**src/rtl/pfa_pkg.sv**
```systemverilog
// Shared types, codes and sizes for the page frame allocator.
package pfa_pkg;

	localparam int NUM_PAGES = 4096;
	localparam int COUNT_W   = 16;
	localparam int PAGE_W    = $clog2(NUM_PAGES);
	localparam int FREE_W    = PAGE_W + 1;
	localparam int RSV_W     = 13;

	localparam logic [PAGE_W-1:0]  LAST_PAGE = PAGE_W'(NUM_PAGES - 1);
	localparam logic [COUNT_W-1:0] COUNT_MAX = '1;

	typedef enum logic [2:0] {
		F_ALLOC   = 3'd0,
		F_REF     = 3'd1,
		F_UNREF   = 3'd2,
		F_SHARE   = 3'd3,
		F_UNSHARE = 3'd4,
		F_SET_COW = 3'd5,
		F_CLR_COW = 3'd6,
		F_QUERY   = 3'd7
	} func_t;

	typedef enum logic [2:0] {
		ST_OK             = 3'd0,
		ST_EMPTY          = 3'd1,
		ST_NOT_USED       = 3'd2,
		ST_SHARED_RELEASE = 3'd3,
		ST_SHARE_ZERO     = 3'd4,
		ST_SATURATED      = 3'd5
	} status_t;

	typedef enum logic [1:0] {
		S_CLEAR,
		S_IDLE,
		S_EXEC
	} pfa_state_t;

	typedef struct packed {
		logic [2:0]        func;
		logic [PAGE_W-1:0] page_index;
	} req_word_t;

	typedef struct packed {
		logic [2:0]         status;
		logic [PAGE_W-1:0]  result_page;
		logic [COUNT_W-1:0] ref_after;
		logic [COUNT_W-1:0] share_after;
		logic               shared_mark;
		logic               cow_mark;
		logic               scrub_needed;
		logic [FREE_W-1:0]  free_total;
	} rsp_word_t;

	typedef struct packed {
		logic               used;
		logic               shared;
		logic               cow;
		logic [COUNT_W-1:0] ref_cnt;
		logic [COUNT_W-1:0] share_cnt;
	} page_entry_t;

	typedef struct packed {
		logic [COUNT_W-1:0] sum;
		logic               at_max;
		logic               is_zero;
		logic               is_one;
		logic               le_two;
	} alu_out_t;

endpackage

```
**src/rtl/pfa_alu.sv**
```systemverilog
// Shared count unit: increment or decrement, with at-max and range flags for saturation checks.
module pfa_alu
	import pfa_pkg::*;
(
	input  logic [COUNT_W-1:0] operand,
	input  logic               dec,
	output alu_out_t           res
);

	always_comb begin
		res.sum     = dec ? operand - COUNT_W'(1) : operand + COUNT_W'(1);
		res.at_max  = (operand == COUNT_MAX);
		res.is_zero = (operand == '0);
		res.is_one  = (operand == COUNT_W'(1));
		res.le_two  = (operand <= COUNT_W'(2));
	end

endmodule

```
**config.mk**
```make
export PLATFORM = sky130hd
export DESIGN_NAME = pfa_alu
export DESIGN_NICKNAME = d
export VERILOG_FILES = /design/src/rtl/pfa_pkg.sv /design/src/rtl/pfa_alu.sv
export SDC_FILE = /design/constraint.sdc
export NUM_CORES = 1
export LEC_CHECK = 0
export ABC_AREA = 1
export BUFFER_PORTS_ARGS = -buffer_cell sky130_fd_sc_hd__buf_2
export CAP_MARGIN = 10
export CELL_PAD_IN_SITES_DETAIL_PLACEMENT = 0
export CELL_PAD_IN_SITES_GLOBAL_PLACEMENT = 2
export CORE_UTILIZATION = 24
export DETAILED_ROUTE_END_ITERATION = 12
export GPL_TIMING_DRIVEN = 1
export PLACE_DENSITY_LB_ADDON = 0.1
export SLEW_MARGIN = 10
export SYNTH_ARGS = -nofsm -noshare
export SYNTH_HDL_FRONTEND = slang
export SYNTH_SLANG_ARGS = --single-unit
```
**constraint.sdc**
```tcl
create_clock -name vclk -period 3.4
set_clock_uncertainty 0.15 [all_clocks]
set_input_delay 0.68 -clock vclk [all_inputs]
set_output_delay 0.68 -clock vclk [all_outputs]
set_load 0.01 [all_outputs]
```
-- Word level (Yosys, flattened, before mapping)
Index checks and enable logic that the tools add are counted.
- flip-flop bits (word level): 0
- bits in latches: 0
- bits in writable memories: 0
- memory bits (read-only): 0
- input bits: 17
- output and inout port bits: 20
- word-level logic and storage cells: 7
- memories kept: 0
- add/subtract/negate cells: 2
- multipliers: 0
- divide/modulo/power cells: 0
- magnitude comparators: 1
- eq/ne operators: 2
- shift operators: 0
- mux-type cells: 1
- bitwise logic cells: 0
- reduce and logical (&&, ||, !) cells: 1
- operators by type and width (kind ; count):
    adder 16 x 1 -> 16 bit, second input constant ; 1
    == test 16 x 1 -> 1 bit, second input constant ; 1
    == test 16 bit, second input constant ; 1
    <= comparator 16 x 2 -> 1 bit, second input constant ; 1
    zero test 16 bit ; 1
    2-to-1 mux 16 bit ; 1
    subtractor 16 x 1 -> 16 bit, second input constant ; 1

-- Depth between registers and ports, before layout
- word-level depth: 2
- gate-level depth with buffers: 9
- mapped depth without buffers: 9

-- Worst setup path after synthesis
Ideal clock, no wire load.
- kind: input port to output port
- start point: in operand[0]
- end point: out res[12] (netlist bit)
- arrival time: 1514 ps
- required time: 2570 ps
- slack: 1056 ps
- stages: 7
- path buffers: 0
- cell sequence: inv_1 ha_1 nand2_1 nor2_1 nand2_1 nand2_1 xor2_1
- RTL lines (element ; RTL line ; text):
    start: declaration ; pfa_alu.sv:5 ; input logic [COUNT_W-1:0] operand,
    end: declaration ; pfa_alu.sv:7 ; output alu_out_t res

==> impl_metrics.json <==
{
  "grt_overflow": 0,
  "worst_slack_ps": 661,
  "swShare_pct": 65.4,
  "portBuffers": 37,
  "pre_cts_ws_ps": 622,
  "grt_use_total_pct": 15.0,
  "die_w_um": 62.1,
  "start_util_pct": 25.6,
  "syn_area_per_cell_um2": 4.76,
  "fin_crit_ps": 2740,
  "nets": 236,
  "tightestPinTransition_ps": 322,
  "grt_pass1_wl_mm": 4.88,
  "p_int_uw": 36.2,
  "relSlewSlack_pct": 78.5,
  "yosysSeqAreaShare_pct": 0,
  "vias_per_cell": 4.59,
  "worst-setup-path-type": "in2out",
  "end_kind": "output pin",
  "vdd_ir_drop_max_v": 0.0000359,
  "io_pins": 37,
  "clock_buffers": 0,
  "post-route-drc-count": 0,
  "synth_cell_types": 19,
  "finalSetupViolCount": 0,
  "wl_per_cell_um": 11.0,
  "syn_nets": 203,
  "p_per_area_nw_per_um2": 96.8,
  "wl_met2_mm": 1.39,
  "place_hpwl_mm": 2.44,
  "area_growth_pct": 24.5,
  "start_kind": "primary input",
  "first_global_vias": 1118,
  "period_share_pct": 80.6,
  "ys_warn_count": 0,
  "antenna_cells": 0,
  "grt_max_degree": 18,
  "drtAntennaViolNets": 0,
  "critPathMaxFanout": 17,
  "final_max_slew_viol_count": 0,
  "cap_violations": 0,
  "arrival_ps": 1910,
  "rows": 21,
  "power_switching_uw": 68.3,
  "seq_cells": 0,
  "p_leak_uw": 0.000580,
  "cts.hold.buffers_added": 0,
  "timing.fmax_mhz": 365,
  "hold_depth": 3,
  "drive_gt1_share_pct": 22.5,
  "post-cts-setup-buffer-count": 0,
  "hp-class": "in2out",
  "dieArea_um2": 3860,
  "power_frac_clock_pct": 0,
  "firstDrtPassIters": 4,
  "min_from": "operand[0]",
  "die_h_um": 62.1,
  "core_area_um2": 3390,
  "m1WireLength_mm": 1.41,
  "pwr-share-seq_pct": 0,
  "post_cts_resized": 0,
  "crit_required_ps": 2570,
  "drt_iter0_drc": 18,
  "min_to": "res[4]",
  "routed.top_layer": "met3",
  "via_count": 1188,
  "synthesis.instances": 182,
  "gp_congestion": 0.771,
  "seqCellArea_um2": 0,
  "pwr-share-comb_pct": 100.0,
  "netlist_area_um2": 867,
  "setup_tns_ps": 0,
  "wl_met3_um": 48,
  "antenna_found_initial": 0,
  "finalHoldViolations": 0,
  "finalWirelength_mm": 2.85,
  "rsz0062_at_grt": "no",
  "status": "finished, final reports clean"
}
-- cell families after synthesis --
family                     after synthesis  share of synthesized area [%]
and+or+nand+nor                        141                           71.0
AOI/OAI and AO/OA                        7                           4.76
buffers and inverters                   22                           10.4
xor gates and xnor gates                 8                           8.08
adders and majority gates                4                           5.77
-- power groups by stage --
stage | registers [uW] | logic, uW | clock network [uW]
final | 0 | 105 | 0
after global routing | 0 | 119 | 0
after CTS | 0 | 106 | 0
after detailed placement | 0 | 106 | 0
after global placement | 0 | 105 | 0
after floorplan | 0 | 63.3 | 0
-- layout make-up --
cell class	instances	area [um2]
Timing Repair Buffer	37	185
Inverter	16	60.1
Fill cell	431	2310
Tap cell	46	57.6
Multi-Input combinational cell	160	777
-- stage by stage --
step	utilization [%]	total power (uW)	instance area (um2)	std cells	hold slack [ps]
after floorplan	-	63.3	867	182	1250
after global routing	31.9	119	1080	259	1530
after global placement	31.9	105	1080	259	1510
after detailed placement	31.9	106	1080	259	1500
final	31.9	105	1080	259	1510
after CTS	31.9	106	1080	259	1500
-- cell usage in the layout (no fill, tap or decap) --
| master | instances |
|---|---|
| o21ai_1 | 1 |
| xor2_1 | 8 |
| o211ai_1 | 1 |
| clkinv_1 | 1 |
| nand4_1 | 6 |
| ha_1 | 4 |
| nand3b_1 | 3 |
| buf_2 | 37 |
| a21oi_1 | 1 |
| nand2_2 | 3 |
| nor2_4 | 2 |
| o21ai_2 | 1 |
| nor4_1 | 2 |
| o21ai_0 | 3 |
| nor2_1 | 32 |
| inv_1 | 15 |
| nand2_1 | 72 |
| nand3_1 | 16 |
| nor2_2 | 5 |
-- critical path, cell delays in order --
cell and delay, ps:
buf_2 280, clkinv_1 360, nand2_1 200, o21ai_1 90, xor2_1 150, buf_2 140
-- synth_stat cells --
library cell  number  area [um2]
nand2_1           72         270
nor2_1            32         120
nand3_1           16        80.1
inv_1             15        56.3
xor2_1             8        70.1
buf_2              6        30.0
nand4_1            6        37.5
nor2_2             5        31.3
ha_1               4        50.1
nand2_2            3        18.8
nand3b_1           3        22.5
o21ai_0            3        15.0
nor2_4             2        22.5
nor4_1             2        12.5
a21oi_1            1        5.00
clkinv_1           1        3.75
o211ai_1           1        7.51
o21ai_1            1        5.00
o21ai_2            1        8.76
-- routing by layer --
| layer | track usage (%) | vias to the layer above |
|---|---|---|
| li1 | - | 634 |
| met1 | 20.1 | 539 |
| met2 | 28.3 | 15 |
| met3 | 0.368 | 0 |
| met4 | 0 | 0 |
| met5 | 0 | - |
-- worst max path at each step --
stage / from / endpoint / slack (ps) / cells after the start
6_report: dec / res[8] / 660 / 6
5_1_grt: dec / res[8] / 510 / 6
4_1_cts: dec / res[8] / 620 / 6
3_5_place_dp: dec / res[8] / 620 / 6
3_3_place_gp: dec / res[13] / 700 / 7
2_1_floorplan: operand[0] / res[12] / 1060 / 7
No activity file was read; power rests on OpenSTA's default activity.
