==> config.mk <==
export PLATFORM = sky130hd
export DESIGN_NAME = pfa_ram
export DESIGN_NICKNAME = d
export VERILOG_FILES = /design/src/rtl/pfa_ram.sv
export SDC_FILE = /design/constraint.sdc
export NUM_CORES = 1
export LEC_CHECK = 0
export BUFFER_PORTS_ARGS = -buffer_cell sky130_fd_sc_hd__buf_2
export CAP_MARGIN = 15
export CORE_MARGIN = 4
export CORE_UTILIZATION = 60
export DETAILED_ROUTE_END_ITERATION = 7
export PLACE_DENSITY = 0.76
export SLEW_MARGIN = 20
export SYNTH_ARGS = -nofsm -noshare
export SYNTH_HDL_FRONTEND = slang
export SYNTH_SLANG_ARGS = --single-unit
==> constraint.sdc <==
create_clock -name clk -period 2.3 [get_ports clk]
set_input_delay 0.345 -clock clk [delete_from_list [all_inputs] [get_ports clk]]
set_output_delay 0.345 -clock clk [all_outputs]
set_load 0.01 [all_outputs]
==> src/rtl/pfa_ram.sv <==
// Generic single write port, single registered read port RAM.
module pfa_ram #(
	parameter int WIDTH = 8,
	parameter int DEPTH = 16
) (
	input  logic                     clk,
	input  logic                     we,
	input  logic [$clog2(DEPTH)-1:0] waddr,
	input  logic [WIDTH-1:0]         wdata,
	input  logic                     re,
	input  logic [$clog2(DEPTH)-1:0] raddr,
	output logic [WIDTH-1:0]         rdata
);

	logic [WIDTH-1:0] mem_q [DEPTH];

	always_ff @(posedge clk) begin
		if (we) begin
			mem_q[waddr] <= wdata;
		end
	end

	always_ff @(posedge clk) begin
		if (re) begin
			rdata <= mem_q[raddr];
		end
	end

endmodule

; ---- After elaboration in Yosys (flattened, before gate mapping)
; Memory sizes are Yosys's and may differ from the RTL's. A register that Yosys moved wholly into a read port is not among the register bits.
; Cells that the tools add are included.
[classes]
n_bitwise = 0
magnitude_cmp = 0
addsub = 0
reduce_logical = 0
n_shift = 0
mul = 0
muxes = 2
eq_ne = 0
n_div = 0
[ops]
columns = operator, n
row1 = two-way mux 1 bit, 2
[totals]
ff_bits = 0
latchBits = 0
rom_bits = 0
ramBits = 128
mem_count = 1
input_bits = 19
[mem_list]
columns = name, depth, word_bits, rd, rd_clocked_by_memory_dff, wr, line_no
row1 = mem_q, 16, 8, 1, 1, 1, 15  ; logic [WIDTH-1:0] mem_q [DEPTH];

; ---- Longest topological paths before layout
; Gate-level depths: netlist of the first run.
[depth]
depth_word = 2
depth_mapped = 5
depth_no_buf = 3

; ---- Worst setup path after synthesis of the first run
; Ideal clock, no wire load.
[synth_timing]
kind = input port to flip-flop
start = input port waddr[2]
end = memory mem_q[0][0], enable pin
stages = 2
t_required_ps = 1917
path_buffers = 0
arrival_time_ps = 1455
path_slack_ps = 462
path_cell_list = or3b_2 nor3_1
[synth_lines]
columns = element, line_no
row1 = from (decl), 8  ; input logic [$clog2(DEPTH)-1:0] waddr,
row2 = to (decl), 15
; Straight into the memory's write port.

==> results of run 1 <==
==> logic make-up after synthesis <==
family,synth area share (%)
and+or+nand+nor,3.136
buffers and inverters,1.651
muxes,14.79
AOI/OAI and AO/OA,2.298
DFF,78.12
==> routing by layer <==
metal | track usage [%] | vias up
met2 | 32.95 | 162
met5 | 0 | -
li1 | - | 1090
met4 | 6.748 | 0
met1 | 31.87 | 1241
met3 | 7.851 | 16
==> state kept, by name (all words and copies together), names as in the netlist <==
| register | cells |
|---|---|
| rdata | 8 |
| mem_q | 128 |
==> power breakdown <==
group / leakage [nW] / switching [W] / internal (W)
Clock: 0.253 / 0.000918 / 0.00140
Combinational: 0.588 / 0.000160 / 0.000111
Sequential: 1.24 / 0.0000141 / 0.00279
Total: 2.08 / 0.00109 / 0.00431
==> critical path, cell delays in order, from the launching register on <==
cell and delay, ns:
edfxtp_1 0.39, mux4_1 0.56, a22oi_1 0.31, nand2_1 0.08
==> synthesized netlist by cell type <==
| library cell | count | share of area [%] |
|---|---|---|
| nor2b_1 | 1 | 0.12 |
| nand3b_1 | 2 | 0.29 |
| mux4_2 | 18 | 7.8 |
| or3b_2 | 1 | 0.17 |
| mux4_1 | 14 | 7.0 |
| nor2_1 | 13 | 0.93 |
| buf_4 | 1 | 0.14 |
| edfxtp_1 | 136 | 78 |
| nor3_1 | 4 | 0.38 |
| and2_1 | 1 | 0.12 |
| nand3_1 | 1 | 0.096 |
| buf_6 | 3 | 0.65 |
| a22oi_1 | 16 | 2.3 |
| clkdlybuf4s25_2 | 3 | 0.57 |
| nand2b_1 | 2 | 0.24 |
| and2b_1 | 1 | 0.14 |
| nand2_1 | 9 | 0.65 |
| buf_2 | 3 | 0.29 |
==> through the flow <==
stage                     util, %  cells  setup WS, ns
after floorplan                 -    229        0.4621
after global placement      66.88    370        0.3310
after detailed placement    66.88    370        0.2917
after CTS                   72.98    401        0.7013
after global routing        72.98    401        0.6917
final                       72.98    401        0.7117
==> final cells by class <==
cell class | count | area (µm²) | share of cell area (%)
Tap cell | 105 | 131.4 | 2.158
Clock buffer | 20 | 425.4 | 6.989
Clock inverter | 11 | 83.83 | 1.377
Sequential cell | 136 | 4084 | 67.09
Timing Repair Buffer | 46 | 305.3 | 5.015
Multi-Input combinational cell | 83 | 1057 | 17.37
==> final timing paths <==
path | slack, ns | from | end | cells after the start
worst max-delay path | 0.71 | mem_q[1][2] | rdata[2] | 3
worst min-delay path | 0.20 | re | rdata[7] | 1
worst max register to register | 0.71 | mem_q[1][2] | rdata[2] | 3
worst min register to register | 0.74 | mem_q[12][2] | rdata[2] | 3
==> reports/qor.csv, run 1 <==
stage,metric,value,unit
run_status,status,completed,
flow_run,maxCapViolCount,0,
drt,vias,2509,
synth,netlist_area,5228,µm²
critical_path,crit_required,2.55,ns
critical_path,critPathLaunchType,register,
drt,top_layer,met4,
finish,layout_common_cells,"136 x edfxtp_1, 26 x buf_2, 18 x mux4_2, 18 x buf_4",
finish,layout.nets,303,
pwr,p_total,0.005401,W
synth,synth_nets,248,
clock_tree,htreeDepth,4,
pwr,power.leakage,2.077,nW
sta,finalCritPeriodShare,69.06,%
sta,timing.hold.ws,0.2050,ns
clock_tree,clk_pin_slew,0.06,ns
clock_tree,cts_root_buffer,clkbuf_8,
clock_tree,cts.repair.resized,0,
sta,tns,0,ns
pwr,power_density,887.3,nW/µm²
clock_tree,cts_setup_buffers,0,
sta,fmax,629.6,MHz
grt,antenna_found_initial,0,
placement,port_buffers,26,
grt,grt_pass1_vias,2568,
drt,viasPerCell,6.257,
critical_path,path_class,register to register,
sta,fin_skew,0.006036,ns
sta,maxSlewViolCount,0,
floorplan,dieArea,10270,µm²
finish,drive_gt1_share,30.74,%
drt,totalWireLength,10180,µm
floorplan,floorplan.initialDensity,62.68,%
synth,synthesis.instances,229,
pwr,vdd_drop_max,0.0007517,V
drt,wl_met3,1178,µm
drt,dr.pass1.iters,4,
grt,grt_max_degree,22,
floorplan,rows,33,
sta,slew_headroom,52.52,%
finish,area_growth,16.44,%
drt,wl_met1,3861,µm
sta,final_hold_viol_count,0,
critical_path,crit_arrival,1.84,ns
placement,gp_congestion,0.7897,
critical_path,critPathMaxFanout,1,
sta,period_needed,1.588,ns
finish,nFillCells,480,
grt,grt-ovfl-total,0,
placement,place_area,5578,µm²
synth,yosysSeqAreaShare,78.12,%
synth,ys_ff_latch,136,
sta,setup_viol,0,
clock_tree,cts_sinks,136,
grt,grt_use_total,22.24,%
hold_path,holdCritPathClass,input port to register,
placement,hpwl,6332,µm
finish,antenna_cells,0,
floorplan,ios,27,
drt,drt_iter0_drc,290,
drt,wl_per_cell,25.39,µm
clock_tree,cts_tree,built,
floorplan,die_w,101.3,µm
drt,dr_wl_met2,4941,µm
synth,synth_cell_type_count,18,
clock_tree,numCtsBuffers,17,
clock_tree,ctsHoldBuffers,0,
clock_tree,clk-insertion-delay-late,0.51,ns
synth,syn_avg_cell_area,22.83,µm²
floorplan,core_area,8341,µm²
sta,tightest_slew,0.7108,ns
floorplan,die_height,101.3,µm
drt,drc,0,
finish,finish.instance_area,6087,µm²
sta,rsz0062_at_grt,no,
critical_path,cp-end-kind,register,
finish,final_common_cell,edfxtp_1,
synth,yosysWarnings,0,
drt,ant_nets,0,
grt,grt_pass1_wl,15640,µm
clock_tree,clk_path_buf_depth,2,
No activity file was read; power rests on OpenSTA's default activity.
==> run 2: changes to the inputs <==
ABC_AREA = 1   (was unset)
clock period = 1.5 ns   (was 2.3 ns; I/O delays follow)
==> reports/qor.csv, run 2 <==
stage,metric,value,unit
run_status,status,completed,
sta,setup_viol,0,
synth,synth_top_cell_area_share,69.85,%
finish,layout_common_cells,"173 x nand2_1, 136 x edfxtp_1, 100 x inv_1",
finish,largest_reg_flops,128,
clock_tree,cts_tree,built,
placement,gp_congestion,0.8401,
synth,syn_avg_cell_area,10.61,µm²
clock_tree,clk_pin_slew,0.06,ns
sta,rsz0062_at_grt,no,
grt,grt_pass1_vias,3941,
critical_path,critPathMaxFanout,1,
synth,netlist_area,5847,µm²
critical_path,crit_required,1.27,ns
critical_path,cp.depth,1,
critical_path,crit_family,flip-flops,
clock_tree,clk-insertion-delay-late,0.51,ns
critical_path,critPathLaunchType,register,
drt,vias,3951,
synth,yosys-top-cells-area,"edfxtp_1 70%, nand2_1 11%, nand3_1 8.3%",
floorplan,die_height,106.7,µm
placement,dpl.cell_count,706,
finish,nFillCells,683,
pwr,vdd_drop_max,0.0007419,V
sta,slew_headroom,60.73,%
clock_tree,ctsHoldBuffers,0,
finish,antenna_cells,0,
sta,finalCritPeriodShare,86.61,%
flow_run,maxCapViolCount,0,
drt,drc,0,
synth,synth_flop_cell,edfxtp_1,
finish,final_cells,738,
synth,yosysSeqAreaShare,69.85,%
hold_path,holdCritPathClass,input port to register,
finish,reg.largest.list,"mem_q x128, rdata x8",
pwr,power.leakage,2.954,nW
critical_path,crit_path_start,rdata[3],
floorplan,core_area,9371,µm²
drt,drt_iter0_drc,309,
sta,period_needed,1.299,ns
clock_tree,cts_root_buffer,clkbuf_8,
drt,dr.pass1.iters,5,
synth,synth-edff-count,136,
floorplan,die_w,106.7,µm
finish,layout.nets,615,
floorplan,ios,27,
critical_path,critPathCapture,rdata[3],
finish,drive_gt1_share,12.97,%
drt,viasPerCell,5.354,
sta,maxSlewViolCount,0,
synth,yosysMostFrequentCell,nand2_1,
synth,ys_ff_latch,136,
critical_path,slowest_stage,edfxtp_1,
critical_path,cp_num_buf_inv,1,
sta,fin_skew,0.005714,ns
placement,hpwl,7933,µm
synth,synth_nets,570,
critical_path,slowest_delay,0.40,ns
finish,largest-register,mem_q,
critical_path,rr_worst_depth,6,
grt,antenna_found_initial,0,
synth,synthesis.instances,551,
critical_path,reg2reg_from,mem_q[11][4],
critical_path,path_cells,buf_2,
sta,final_hold_viol_count,0,
drt,ant_nets,0,
critical_path,crit_arrival,1.07,ns
pwr,power_density,1326,nW/µm²
sta,tightest_slew,0.5882,ns
finish,area_growth,16.11,%
critical_path,timing.rr.end,rdata[4],
synth,synth_cell_type_count,11,
critical_path,r2r_setup_slack,0.29,ns
critical_path,cp-end-kind,primary output,
sta,fmax,769.7,MHz
clock_tree,cts_sinks,136,
grt,grt_pass1_wl,20620,µm
floorplan,rows,35,
grt,grt_use_total,24.47,%
clock_tree,clk_path_buf_depth,2,
critical_path,path_class,register to primary output,
clock_tree,cts.repair.resized,0,
placement,port_buffers,26,
synth,synth_common_cells,"173 x nand2_1, 136 x edfxtp_1, 100 x inv_1",
synth,yosysWarnings,0,
synth,async_flop_share,0,%
synth,yosys.area.top_type,edfxtp_1,
floorplan,dieArea,11390,µm²
hold_path,hold_depth,1,
grt,grt_max_degree,65,
clock_tree,numCtsBuffers,17,
drt,wl_per_cell,17.49,µm
finish,final_common_cell,nand2_1,
clock_tree,htreeDepth,4,
floorplan,floorplan.initialDensity,62.39,%
sta,tns,0,ns
drt,totalWireLength,12910,µm
grt,grt-ovfl-total,0,
clock_tree,cts_setup_buffers,0,
run 2: cell types whose count changed after synthesis, sizes merged, moves of 2 or more:
| cell | delta |
|---|---|
| nor2 | +4 |
| nor3 | -4 |
| buf | +17 |
| nand3 | +96 |
| a22oi | -16 |
| nand2 | +164 |
| clkdlybuf4s25 | -3 |
| inv | +102 |
| mux4 | -32 |
| nand2b | -2 |
run 2: worst min path at each step:
stage | startpoint | to
3_5_place_dp | re | rdata[2]
2_1_floorplan | wdata[0] | mem_q[0][0]
3_3_place_gp | re | rdata[2]
5_1_grt | re | rdata[2]
4_1_cts | re | rdata[2]
6_report | re | rdata[2]
run 2: per-stage QoR:
stage          worst slack [ns]  hold slack (ns)  total power (W)  instance area (µm²)  utilization [%]
2_1_floorplan            0.3242           0.3239         0.004689                 5847                -
3_3_place_gp            0.05019           0.5903         0.004896                 6190            66.05
3_5_place_dp            0.04485           0.5922         0.004913                 6190            66.05
4_1_cts                  0.1853          0.05962         0.009046                 6789            72.44
5_1_grt                  0.1735          0.06810         0.009292                 6789            72.44
6_report                 0.2008          0.07582         0.009000                 6789            72.44
run 2: report_power, final:
group          internal, W  switching [W]
logic             0.000159       0.000375
registers          0.00428      0.0000232
clock network      0.00269        0.00147
total              0.00713        0.00187
run 2: logic make-up after synthesis:
kind of cell  Yosys count  synth area share, %
simple gates          289                20.76
buf+inv               126                9.394
flops                 136                69.85
run 2: per-layer routing:
metal / share of wire (%) / vias up / wire length [µm] / GRT usage [%]
met5: 0 / - / 0 / 0
met4: 1.5 / 0 / 199 / 7.671
met3: 10 / 23 / 1297 / 6.020
met2: 48 / 203 / 6169 / 38.89
met1: 41 / 1850 / 5240 / 33.64
li1: - / 1875 / - / -
run 2: layout make-up:
type / count / area (µm²) / share of cell area, %
Clock buffer: 19 / 421.7 / 6.211
Clock inverter: 13 / 177.7 / 2.617
Inverter: 102 / 382.9 / 5.640
Sequential cell: 136 / 4084 / 60.15
Tap cell: 129 / 161.4 / 2.377
Multi-Input combinational cell: 289 / 1214 / 17.88
Timing Repair Buffer: 50 / 347.8 / 5.123
